## config.mk

```make
export PLATFORM = sky130hd
export DESIGN_NAME = pixel_box_angle_length_core
export DESIGN_NICKNAME = d
export VERILOG_FILES = /design/src/sv/pbal_pkg.sv /design/src/sv/pbal_queue.sv /design/src/sv/pbal_front.sv /design/src/sv/pbal_back.sv /design/src/sv/pixel_box_angle_length_core.sv
export SDC_FILE = /design/constraint.sdc
export NUM_CORES = 2
export LEC_CHECK = 0
export ABC_AREA = 1
export BUFFER_PORTS_ARGS = -buffer_cell sky130_fd_sc_hd__buf_2
export CAP_MARGIN = 0
export CORE_MARGIN = 2
export CORE_UTILIZATION = 60
export CTS_CLUSTER_SIZE = 28
export DETAILED_ROUTE_END_ITERATION = 10
export GPL_ROUTABILITY_DRIVEN = 0
export GPL_TIMING_DRIVEN = 1
export PLACE_DENSITY = 0.77
export SLEW_MARGIN = 20
export SYNTH_ARGS = -nofsm -noshare
export SYNTH_HDL_FRONTEND = slang
export SYNTH_SLANG_ARGS = --single-unit
export TNS_END_PERCENT = 20
```

## constraint.sdc

```tcl
create_clock -name clk -period 26.3 [get_ports clk]
set_input_delay 2.63 -clock clk [delete_from_list [all_inputs] [get_ports clk]]
set_output_delay 2.63 -clock clk [all_outputs]
set_load 0.02 [all_outputs]
```

## src/sv/pbal_pkg.sv

```systemverilog
// shared constants and the arctangent table for the pixel box block
// no dependencies; imported by every module of the block
package pbal_pkg;

	// default parameter values
	localparam int COORD_BITS_DEF   = 12;
	localparam int CORDIC_STEPS_DEF = 16;

	// fixed-point formats
	localparam int FRAC_BITS  = 16;
	localparam int ATAN_BITS  = 22;
	localparam int ATAN_COUNT = 24;
	localparam int ANGLE_BITS = 26;
	localparam int GAIN_BITS  = 24;
	localparam int LEN_SHIFT  = 36;
	localparam int LO_BITS    = 17;

	localparam logic [GAIN_BITS-1:0] INV_GAIN = 24'd10188014;
	localparam logic [15:0]          AZ_180   = 16'd46080;
	localparam logic [16:0]          LEN_MAX  = 17'd131071;

	// port field widths
	localparam int FIELD_BITS   = 12;
	localparam int RGB_BITS     = 24;
	localparam int AZ_BITS      = 16;
	localparam int LEN_BITS     = 17;
	localparam int S_TDATA_BITS = 48;
	localparam int M_TDATA_BITS = 88;

	// box record queue between front and back
	localparam int QUEUE_DEPTH = 2;

	// atan(2^-i) in degrees, 16 fraction bits, rounded; zero past the table
	function automatic logic [ATAN_BITS-1:0] atan_lut(input logic [4:0] idx);
		logic [ATAN_BITS-1:0] val;
		begin
			case (idx)
				5'd0:    val = 22'd2949120;
				5'd1:    val = 22'd1740967;
				5'd2:    val = 22'd919879;
				5'd3:    val = 22'd466945;
				5'd4:    val = 22'd234379;
				5'd5:    val = 22'd117304;
				5'd6:    val = 22'd58666;
				5'd7:    val = 22'd29335;
				5'd8:    val = 22'd14668;
				5'd9:    val = 22'd7334;
				5'd10:   val = 22'd3667;
				5'd11:   val = 22'd1833;
				5'd12:   val = 22'd917;
				5'd13:   val = 22'd458;
				5'd14:   val = 22'd229;
				5'd15:   val = 22'd115;
				5'd16:   val = 22'd57;
				5'd17:   val = 22'd29;
				5'd18:   val = 22'd14;
				5'd19:   val = 22'd7;
				5'd20:   val = 22'd4;
				5'd21:   val = 22'd2;
				5'd22:   val = 22'd1;
				default: val = 22'd0;
			endcase
			return val;
		end
	endfunction

endpackage

```

## src/sv/pbal_queue.sv

```systemverilog
// short fifo of finished box records between the pixel front and the cordic back
// depends on pbal_pkg for the queue depth
module pbal_queue
	import pbal_pkg::*;
#(
	parameter int WIDTH = 49
) (
	input  logic             clk,
	input  logic             arst_n,
	input  logic             push,
	input  logic [WIDTH-1:0] push_data,
	output logic             full,
	input  logic             pop,
	output logic [WIDTH-1:0] pop_data,
	output logic             empty
);

	localparam int AW = (QUEUE_DEPTH > 1) ? $clog2(QUEUE_DEPTH) : 1;
	localparam int CW = $clog2(QUEUE_DEPTH + 1);

	logic [WIDTH-1:0] mem_q [QUEUE_DEPTH];
	logic [AW-1:0]    wr_ptr_q;
	logic [AW-1:0]    rd_ptr_q;
	logic [CW-1:0]    count_q;

	assign full     = (count_q == CW'(QUEUE_DEPTH));
	assign empty    = (count_q == '0);
	assign pop_data = mem_q[rd_ptr_q];

	// storage
	always_ff @(posedge clk) begin
		if (push && !full) begin
			mem_q[wr_ptr_q] <= push_data;
		end
	end

	// pointers and fill count
	always_ff @(posedge clk or negedge arst_n) begin
		if (!arst_n) begin
			wr_ptr_q <= '0;
			rd_ptr_q <= '0;
			count_q  <= '0;
		end else begin
			if (push && !full) begin
				wr_ptr_q <= (wr_ptr_q == AW'(QUEUE_DEPTH - 1)) ? '0 : wr_ptr_q + 1'b1;
			end
			if (pop && !empty) begin
				rd_ptr_q <= (rd_ptr_q == AW'(QUEUE_DEPTH - 1)) ? '0 : rd_ptr_q + 1'b1;
			end
			case ({push && !full, pop && !empty})
				2'b10:   count_q <= count_q + 1'b1;
				2'b01:   count_q <= count_q - 1'b1;
				default: count_q <= count_q;
			endcase
		end
	end

endmodule

```

## src/sv/pbal_front.sv

```systemverilog
// pixel front: accepts one pixel item per cycle while the record queue is not full, and tracks the lit bounding box
// depends on pbal_pkg; hands a box record to pbal_queue on the last pixel
module pbal_front
	import pbal_pkg::*;
#(
	parameter int COORD_BITS = COORD_BITS_DEF
) (
	input  logic                      clk,
	input  logic                      arst_n,
	input  logic                      s_tvalid,
	output logic                      s_tready,
	input  logic [S_TDATA_BITS-1:0]   s_tdata,
	input  logic                      s_tlast,
	output logic                      push,
	output logic [4*COORD_BITS:0]     push_data,
	input  logic                      q_full
);

	logic                  seen_q;
	logic [COORD_BITS-1:0] left_q, right_q, top_q, bottom_q;
	logic [COORD_BITS-1:0] col, row;
	logic                  lit, accept;
	logic                  seen_nx;
	logic [COORD_BITS-1:0] left_nx, right_nx, top_nx, bottom_nx;

	// unpack the item
	assign col    = COORD_BITS'(s_tdata[FIELD_BITS-1:0]);
	assign row    = COORD_BITS'(s_tdata[2*FIELD_BITS-1:FIELD_BITS]);
	assign lit    = |s_tdata[2*FIELD_BITS+RGB_BITS-1:2*FIELD_BITS];
	assign s_tready = !q_full;
	assign accept = s_tvalid && s_tready;

	// box widened by this pixel
	always_comb begin
		seen_nx   = seen_q;
		left_nx   = left_q;
		right_nx  = right_q;
		top_nx    = top_q;
		bottom_nx = bottom_q;
		if (lit) begin
			seen_nx = 1'b1;
			if (!seen_q) begin
				left_nx   = col;
				right_nx  = col;
				top_nx    = row;
				bottom_nx = row;
			end else begin
				if (col < left_q)   left_nx   = col;
				if (col > right_q)  right_nx  = col;
				if (row < top_q)    top_nx    = row;
				if (row > bottom_q) bottom_nx = row;
			end
		end
	end

	// record for the back on the last pixel
	assign push      = accept && s_tlast;
	assign push_data = {bottom_nx, top_nx, right_nx, left_nx, seen_nx};

	// box state, cleared after each image
	always_ff @(posedge clk or negedge arst_n) begin
		if (!arst_n) begin
			seen_q   <= 1'b0;
			left_q   <= '0;
			right_q  <= '0;
			top_q    <= '0;
			bottom_q <= '0;
		end else if (accept) begin
			if (s_tlast) begin
				seen_q   <= 1'b0;
				left_q   <= '0;
				right_q  <= '0;
				top_q    <= '0;
				bottom_q <= '0;
			end else begin
				seen_q   <= seen_nx;
				left_q   <= left_nx;
				right_q  <= right_nx;
				top_q    <= top_nx;
				bottom_q <= bottom_nx;
			end
		end
	end

endmodule

```

## src/sv/pbal_back.sv

```systemverilog
// cordic back: turns a box record into azimuth and diagonal length
// depends on pbal_pkg; one rotation per cycle, then a two-part length multiply
module pbal_back
	import pbal_pkg::*;
#(
	parameter int COORD_BITS   = COORD_BITS_DEF,
	parameter int CORDIC_STEPS = CORDIC_STEPS_DEF
) (
	input  logic                    clk,
	input  logic                    arst_n,
	input  logic                    q_empty,
	input  logic [4*COORD_BITS:0]   q_data,
	output logic                    pop,
	output logic                    m_tvalid,
	input  logic                    m_tready,
	output logic [M_TDATA_BITS-1:0] m_tdata,
	output logic                    m_tuser
);

	localparam int XW = COORD_BITS + FRAC_BITS + 3;
	localparam int UW = XW - 1;
	localparam int HW = UW - LO_BITS;
	localparam int PW = UW + GAIN_BITS;
	localparam int LW = PW - LEN_SHIFT;
	localparam int IW = $clog2(CORDIC_STEPS);
	localparam int ZW = ANGLE_BITS;
	localparam int TW = ZW + 1;

	typedef enum logic [4:0] {
		ST_IDLE   = 5'b00001,
		ST_ROT    = 5'b00010,
		ST_MUL_LO = 5'b00100,
		ST_MUL_HI = 5'b01000,
		ST_FIN    = 5'b10000
	} state_t;

	state_t                 state_q;
	logic [IW-1:0]          step_q;
	logic signed [XW-1:0]   x_q, y_q;
	logic signed [ZW-1:0]   z_q;
	logic                   seen_q, flat_q;
	logic [COORD_BITS-1:0]  left_q, right_q, top_q, bottom_q;
	logic [AZ_BITS-1:0]     az_q;
	logic [PW-1:0]          acc_q;
	logic                   out_valid_q;
	logic                   out_found_q;
	logic [M_TDATA_BITS-1:0] out_data_q;

	logic [COORD_BITS-1:0]  q_left, q_right, q_top, q_bottom, ext_x, ext_y;
	logic signed [XW-1:0]   dx, dy, x_nx, y_nx;
	logic signed [ZW-1:0]   ang, z_nx;
	logic signed [TW-1:0]   z_rnd, z_shift;
	logic [AZ_BITS-1:0]     az_nx;
	logic [UW-1:0]          ux;
	logic [LO_BITS+GAIN_BITS-1:0] prod_lo;
	logic [HW+GAIN_BITS-1:0]      prod_hi;
	logic [LW-1:0]          len_raw;
	logic [LEN_BITS-1:0]    len_sat;
	logic                   out_load;

	// unpack the box record
	assign q_left   = q_data[COORD_BITS:1];
	assign q_right  = q_data[2*COORD_BITS:COORD_BITS+1];
	assign q_top    = q_data[3*COORD_BITS:2*COORD_BITS+1];
	assign q_bottom = q_data[4*COORD_BITS:3*COORD_BITS+1];
	assign ext_x    = q_right - q_left;
	assign ext_y    = q_bottom - q_top;
	assign pop      = (state_q == ST_IDLE) && !q_empty;

	// one vectoring rotation, shifts truncate toward zero
	always_comb begin
		dx  = !y_q[XW-1] ? (y_q >>> step_q) : -((-y_q) >>> step_q);
		dy  = !x_q[XW-1] ? (x_q >>> step_q) : -((-x_q) >>> step_q);
		ang = $signed({{(ZW-ATAN_BITS){1'b0}}, atan_lut(5'(step_q))});
		if (!y_q[XW-1]) begin
			x_nx = x_q + dx;
			y_nx = y_q - dy;
			z_nx = z_q + ang;
		end else begin
			x_nx = x_q - dx;
			y_nx = y_q + dy;
			z_nx = z_q - ang;
		end
	end

	// azimuth: round to 8 fraction bits, clamp, take from 180; zero for a flat box
	always_comb begin
		z_rnd   = TW'(z_q) + TW'(128);
		z_shift = z_rnd >>> 8;
		if (flat_q || z_rnd[TW-1]) begin
			az_nx = flat_q ? '0 : AZ_180;
		end else if (z_shift > $signed(TW'(AZ_180))) begin
			az_nx = '0;
		end else begin
			az_nx = AZ_180 - AZ_BITS'(z_shift);
		end
	end

	// length partial products on the non-negative x
	assign ux      = x_q[XW-1] ? '0 : UW'(x_q);
	assign prod_lo = (LO_BITS+GAIN_BITS)'(ux[LO_BITS-1:0]) * (LO_BITS+GAIN_BITS)'(INV_GAIN);
	assign prod_hi = (HW+GAIN_BITS)'(ux[UW-1:LO_BITS]) * (HW+GAIN_BITS)'(INV_GAIN);
	assign len_raw = acc_q[PW-1:LEN_SHIFT];
	assign len_sat = (32'(len_raw) > 32'(LEN_MAX)) ? LEN_MAX : LEN_BITS'(len_raw);

	assign out_load = (state_q == ST_FIN) && (!out_valid_q || m_tready);

	// sequencer and datapath
	always_ff @(posedge clk or negedge arst_n) begin
		if (!arst_n) begin
			state_q <= ST_IDLE;
			step_q  <= '0;
		end else begin
			case (state_q)
				ST_IDLE: begin
					if (!q_empty) begin
						state_q <= ST_ROT;
						step_q  <= '0;
					end
				end
				ST_ROT: begin
					if (step_q == IW'(CORDIC_STEPS - 1)) begin
						state_q <= ST_MUL_LO;
					end
					step_q <= step_q + 1'b1;
				end
				ST_MUL_LO: state_q <= ST_MUL_HI;
				ST_MUL_HI: state_q <= ST_FIN;
				ST_FIN: begin
					if (out_load) begin
						state_q <= ST_IDLE;
					end
				end
				default: state_q <= ST_IDLE;
			endcase
		end
	end

	// working registers, no reset needed
	always_ff @(posedge clk) begin
		case (state_q)
			ST_IDLE: begin
				seen_q   <= q_data[0];
				left_q   <= q_left;
				right_q  <= q_right;
				top_q    <= q_top;
				bottom_q <= q_bottom;
				flat_q   <= (ext_y == '0);
				x_q      <= $signed(XW'({ext_x, {FRAC_BITS{1'b0}}}));
				y_q      <= $signed(XW'({ext_y, {FRAC_BITS{1'b0}}}));
				z_q      <= '0;
			end
			ST_ROT: begin
				x_q <= x_nx;
				y_q <= y_nx;
				z_q <= z_nx;
			end
			ST_MUL_LO: begin
				az_q  <= az_nx;
				acc_q <= PW'(prod_lo) + (PW'(1) << (LEN_SHIFT - 1));
			end
			ST_MUL_HI: begin
				acc_q <= acc_q + (PW'(prod_hi) << LO_BITS);
			end
			default: begin
				acc_q <= acc_q;
			end
		endcase
	end

	// output register
	always_ff @(posedge clk or negedge arst_n) begin
		if (!arst_n) begin
			out_valid_q <= 1'b0;
		end else if (out_load) begin
			out_valid_q <= 1'b1;
		end else if (m_tready) begin
			out_valid_q <= 1'b0;
		end
	end

	always_ff @(posedge clk) begin
		if (out_load) begin
			out_found_q <= seen_q;
			out_data_q  <= {7'b0, len_sat, az_q,
				FIELD_BITS'(bottom_q), FIELD_BITS'(top_q),
				FIELD_BITS'(right_q), FIELD_BITS'(left_q)};
		end
	end

	assign m_tvalid = out_valid_q;
	assign m_tdata  = out_data_q;
	assign m_tuser  = out_found_q;

endmodule

```

## src/sv/pixel_box_angle_length_core.sv

```systemverilog
// Pixel bounding box with diagonal length and azimuth. Pixel items enter at
// one per cycle; the front stalls every pixel item while the record queue
// (two entries) is full. Each image's box is worked out by an iterative
// cordic in the back, which takes the record from the queue, does one
// rotation per cycle, then forms the length multiply in two parts and
// loads the output register, so images that arrive faster than the back
// finishes them back up into the front. A result waits in an output
// register; while it waits the back holds the next finished record, and the
// front keeps taking pixels until the queue fills.
module pixel_box_angle_length_core
	import pbal_pkg::*;
#(
	parameter int COORD_BITS   = COORD_BITS_DEF,
	parameter int CORDIC_STEPS = CORDIC_STEPS_DEF
) (
	input  logic                    clk,
	input  logic                    arst_n,
	input  logic                    s_tvalid,
	output logic                    s_tready,
	input  logic [S_TDATA_BITS-1:0] s_tdata,  // column[11:0], row[23:12], pixel_rgb[47:24]
	input  logic                    s_tlast,  // last_pixel
	output logic                    m_tvalid,
	input  logic                    m_tready,
	output logic [M_TDATA_BITS-1:0] m_tdata,  // box_x_min[11:0], box_x_max[23:12],
	                                          // box_y_min[35:24], box_y_max[47:36],
	                                          // azimuth_deg[63:48], diag_length[80:64]
	output logic                    m_tuser   // any_found
);

	localparam int RW = 4 * COORD_BITS + 1;

	logic          push, q_full, pop, q_empty;
	logic [RW-1:0] push_data, pop_data;

	// pixel front
	pbal_front #(
		.COORD_BITS(COORD_BITS)
	) u_front (
		.clk      (clk),
		.arst_n   (arst_n),
		.s_tvalid (s_tvalid),
		.s_tready (s_tready),
		.s_tdata  (s_tdata),
		.s_tlast  (s_tlast),
		.push     (push),
		.push_data(push_data),
		.q_full   (q_full)
	);

	// record queue
	pbal_queue #(
		.WIDTH(RW)
	) u_queue (
		.clk      (clk),
		.arst_n   (arst_n),
		.push     (push),
		.push_data(push_data),
		.full     (q_full),
		.pop      (pop),
		.pop_data (pop_data),
		.empty    (q_empty)
	);

	// cordic back
	pbal_back #(
		.COORD_BITS  (COORD_BITS),
		.CORDIC_STEPS(CORDIC_STEPS)
	) u_back (
		.clk     (clk),
		.arst_n  (arst_n),
		.q_empty (q_empty),
		.q_data  (pop_data),
		.pop     (pop),
		.m_tvalid(m_tvalid),
		.m_tready(m_tready),
		.m_tdata (m_tdata),
		.m_tuser (m_tuser)
	);

endmodule
```

Word-level counts from Yosys, hierarchy flattened --
Memory sizes are Yosys's and may differ from the RTL's. Index checks and enable logic that the tools add are counted.
Cells by class: multipliers 2, multiplexer cells 44, shift-type cells 4, reductions and logical operators 20, eq/ne operators 12, order comparisons 6, add/sub/neg operators 21
Operator list (number):
- 12-bit two-way mux | 16
- 31-bit two-way mux | 4
- 31-bit negator | 4
- 31-bit one-hot mux with 2 select lines | 2
- 31-bit by 4-bit >>> shifter with 31-bit output | 4
- 54-bit one-hot mux with 2 select lines | 1
- 31-bit adder | 2
- 31-bit subtractor | 2
- 54-bit adder | 1
- 26-bit one-hot mux with 2 select lines | 1
- 16-bit two-way mux | 3
- 41-bit by 36-bit adder with 42-bit output (second input constant) | 1
- 17-bit by 23-bit multiplier with 40-bit output (second input constant) | 1
- 13-bit by 23-bit multiplier with 36-bit output (second input constant) | 1
- 30-bit two-way mux | 1
- 26-bit by 9-bit adder with 27-bit output (second input constant) | 1
- 26-bit by 23-bit adder with 26-bit output | 1
- 26-bit two-way mux | 1
- 26-bit by 23-bit subtractor with 26-bit output | 1
- 5-bit one-hot mux with 5 select lines | 1
- 12-bit > comparator | 2
- 12-bit < comparator | 2
- 24-bit OR reduction | 1
- 12-bit subtractor | 2
- other kinds (30) | 53
Word-level totals: ROM bits 352, logic and storage cells 136, bits in registers 353, memories 2, output and inout port bits 91, input bits 53, memory bits (writable) 98
Memories:
- (no name shown) | words 16, bits a word 22, rd ports 1, clocked after Yosys merged registers in 0, write ports 0, line pbal_pkg.sv:37 | case (idx)
- u_queue.mem_q | words 2, bits a word 49, rd ports 1, clocked after Yosys merged registers in 0, write ports 1, line pbal_queue.sv:21 | logic [WIDTH-1:0] mem_q [QUEUE_DEPTH];

Longest topological paths before layout --
depth in word-level cells 7, gate-level depth with buffers 50, gate-level depth less buffers 47

By module --
A second synthesis with hierarchy kept.
Unflattened totals: cells, all modules 6838, area total of the unflattened synthesis 50601.0 sq um
By module, submodules not included:
- pbal_back | area each 42587.1 sq um, times used 1, cells an instance 5915, seq. area each 8419.3 sq um
- pbal_front | area each 4212.8 sq um, times used 1, cells an instance 634, seq. area each 1226.2 sq um
- pbal_queue | area each 3801.1 sq um, times used 1, cells an instance 289, seq. area each 3042.9 sq um

Least setup slack after synthesis --
Ideal clock, no wire load.
path kind register to register, from register u_back.state_q[0], to register u_back.x_q[0] (enable), library setup time 0.450 ns, buffers on the path 0, data required time 25.850 ns, stages on the path, launching flop included 5, arrival 7.994 ns, period minus slack after synthesis 8.444 ns, setup slack 17.856 ns, cells stage by stage dfstp_2 > inv_1 > nor4_1 > inv_1 > nand2_1
Between the ends: word-level cells in the longest chain between the ends 2, elaborated cells between the ends (all ways) 3, those cells by class eq/ne (2); reduce/logical (1)
RTL lines:
- start: declaration | line pbal_back.sv:37 | state_t state_q;
- start signal: assignment | line pbal_back.sv:111 | state_q <= ST_IDLE;
- start signal: assignment | line pbal_back.sv:117 | state_q <= ST_ROT;
- start signal: assignment | line pbal_back.sv:123 | state_q <= ST_MUL_LO;
- 5-bit by 2-bit equality test with 1-bit output or 5-bit by 1-bit equality test with 1-bit output (tied branches) | line pbal_back.sv:141 | case (state_q)
- 2-bit nonzero test (no source line) *
- end signal: assignment | line pbal_back.sv:149 | x_q <= $signed(XW'({ext_x, {FRAC_BITS{1'b0}}}));
- end signal: assignment | line pbal_back.sv:154 | x_q <= x_nx;
- end: declaration | line pbal_back.sv:39 | logic signed [XW-1:0] x_q, y_q;
Mark *: on every way between the ends. The rest lies on a longest branch, timed or not. A chain may end at the register's enable or synchronous reset.

Final worst setup path --
from register u_back.x_q[30], to register u_back.acc_q[53], data pin
Between the ends: word-level cells in the longest chain between the ends 4
RTL lines:
- 30-bit two-way mux | line pbal_back.sv:100 | assign ux = x_q[XW-1] ? '0 : UW'(x_q);
- 13-bit by 23-bit multiplier with 36-bit output | line pbal_back.sv:102 | assign prod_hi = (HW+GAIN_BITS)'(ux[UW-1:LO_BITS]) * (HW+GAIN_BITS)'(INV_GAIN);
- 54-bit adder | line pbal_back.sv:163 | acc_q <= acc_q + (PW'(prod_hi) << LO_BITS);
- 54-bit one-hot mux with 2 select lines | line pbal_back.sv:141
- end signal: assignment | line pbal_back.sv:160 | acc_q <= PW'(prod_lo) + (PW'(1) << (LEN_SHIFT - 1));
- end signal: assignment | line pbal_back.sv:163
- end signal: assignment | line pbal_back.sv:166 | acc_q <= acc_q;
- end: declaration | line pbal_back.sv:44 | logic [PW-1:0] acc_q;
Every way passes these cells.

==> reports/results.ini <==
[setup_path]
crit_start=u_back.x_q[30]
reg2reg_depth=38
crit_type=reg -> reg
r2r_end=u_back.acc_q[53]
cp.arrival_ns=9.27
max_stage_delay_ns=0.57
cp-endpoint=u_back.acc_q[53]
reg2reg_slack_ns=17.40
end_kind=register
crit_top_cell=nand2_1
crit_fanout=73
r2r-start=u_back.x_q[30]
cp-start-kind=register
crit_required_ns=26.67
slowest_stage=buf_4

[logic_synthesis]
synth_ff_type=edfxtp_1
synth_top_cell_area_share_pct=22.45
ys_seq_elements=433
synth.avg_cell_area_um2=7.544
syn-cell-area_um2=49490
yosysMostFrequentCell=nand2_1
async_flop_share_pct=14.55
yosysTopAreaCell=edfxtp_1
synth_cell_types=74
synth_edf_count=370
seq_area_frac_synth_pct=25.64
synth_common_cells=nand2_1, inv_1, nand3_1, nor2_1, ha_1
syn_inst=6560
yosys_warnings=0
netlist_top_cells_area=edfxtp_1, ha_1, fa_1

[cts]
cts_tree=done
cts_setup_buffers=0
htree_levels=2
clk_pin_slew_worst_paths_ns=0.07
cts-root-buf=clkbuf_16
clock_latency_ns=0.64
cts_hold_buf=0
cts_max_path_buffers=3
cts_sinks=433
cts_resized=0
cts_buffers=49

[floorplanning]
die-area_um2=84790
start_util_pct=60.46
io_pins=144
num_rows=105
die_y_um=291.2
core_area_um2=81850
die_w_um=291.2

[layout]
n_antenna_cell=0
drive_gt1_share_pct=7.890
syn_to_final_growth_pct=6.417
final_nets=7387

[global_route]
track_usage_pct=33.38
grt_pass1_wl_um=226700
antenna_found_initial=0
grt_pass1_vias=42410
grt-ovfl-total=0
grt_max_degree=96

[timing]
max_slew_margin_pct=28.13
fin_skew_ns=0.04585
period_minus_slack_ns=8.898
finalSetupTns_ns=0
fmax_ghz=0.1124
worstMarginPinSlew_ns=1.078
hold_slack_ns=0.4032
post-route-period-util_pct=33.83
rsz0062_at_grt=no
drv_slew=0
finalHoldViolCount=0
setup_violations=0

[placed_design]
dpl.hpwl_um=114700
io_buffers=136

[routing]
vias=45450
wl_per_cell_um=18.70
dr.pass1.iters=8
postRouteAntennaNets=0
drt_iter0_drc=4955
routed_wl_um=144200
routed_via_density=5.894
route.detailed.drc=0

[run_status]
status=finished clean

[flow_run]
cap_violations=0

[hold_path]
hp-class=reg -> reg

[registers in the layout, summed over array words and instances (netlist names), 2 cells and up]
register and count:
u_back.acc_q 36, u_back.az_q 16, u_back.bottom_q 12, u_back.left_q 12
u_back.m_tdata 81, u_back.right_q 12, u_back.state_q 5, u_back.step_q 4
u_back.top_q 12, u_back.x_q 31, u_back.y_q 31, u_back.z_q 26
u_front.bottom_q 12, u_front.left_q 12, u_front.right_q 12, u_front.top_q 12
u_queue.count_q 2, u_queue.mem_q 98
[metal layers]
layer	wire [um]	vias to the layer above	share of wire [%]	track usage, %
met5	60	-	0.042	0.5105
met4	5023	2	3.5	10.83
met3	16180	323	11	7.590
met2	63210	2294	44	51.46
met1	59750	21090	41	46.54
li1	-	21740	-	-
[final cells by class]
cell class | count | area, um^2
Clock inverter | 31 | 397.9
Clock buffer | 61 | 1291
Timing Repair Buffer | 167 | 915.9
Inverter | 1056 | 3966
Fill cell | 7115 | 29180
Sequential cell | 433 | 12700
Multi-Input combinational cell | 4893 | 32060
Tap cell | 1070 | 1339
[logic make-up (layout without fill, tap and decap cells)]
logic type               count (synthesis)  after routing  share of synthesized area (%)
flip-flops                             433            433                          25.64
XOR/XNOR                               172            172                          3.059
other                                    1              7                       0.007577
buffers and inverters                 1240           1315                          9.731
adder cells (fa/ha/maj)                734            734                          22.82
multiplexers                            38             38                         0.7737
AND/OR/NAND/NOR                       2848           2848                          25.66
AO/OA/AOI/OAI                         1094           1094                          12.31
[metrics by stage]
step	cell area (um^2)	setup slack, ns	instances	utilization, %
after floorplan	49510	17.86	6566	-
after global placement	50980	17.79	7619	62.28
after detailed placement	50980	17.50	7619	62.28
after CTS	52660	17.47	7711	64.34
after global routing	52660	16.68	7711	64.34
final	52660	17.40	7711	64.34
[worst min-delay path by stage]
stage	start	endpoint	depth (start not counted)
finish	u_back.az_q[15]	u_back.m_tdata[63]	0
global route	u_back.left_q[0]	u_back.m_tdata[0]	0
CTS	u_back.az_q[15]	u_back.m_tdata[63]	0
detailed placement	u_back.left_q[6]	u_back.m_tdata[6]	0
global placement	u_back.bottom_q[0]	u_back.m_tdata[36]	0
floorplan	u_back.left_q[0]	u_back.m_tdata[0]	0
[placed cells by master, fill, tap and decap left out, drive strengths merged, types with 19 or more instances in the layout]
master	netlist	layout
o21bai	19	19
a31oi	29	29
inv	1052	1055
nor4	26	26
nor3	29	29
dfrtp	62	62
nand2	1493	1493
clkinv	4	19
ha	453	453
nand4	60	60
a21oi	366	366
or2	58	58
mux2i	36	36
o21ai	476	476
fa	281	281
clkbuf	73	61
nand3	617	617
xnor2	62	62
nor2	539	539
o22ai	65	65
edfxtp	370	370
buf	111	167
xor2	110	110
o21a	36	36
[worst max-delay path: cells and delay by family, from the launching register on]
kind	cells	cell delay, ns
buffers and inverters	5	0.92
xor gates and xnor gates	1	0.10
AOI/OAI and AO/OA	8	1.74
DFF	1	0.34
adders and majority gates	8	3.71
and+or+nand+nor	16	1.80
Power is not shown: default switching activity piles up to over one toggle a cycle in this logic, so the estimate is an artifact.
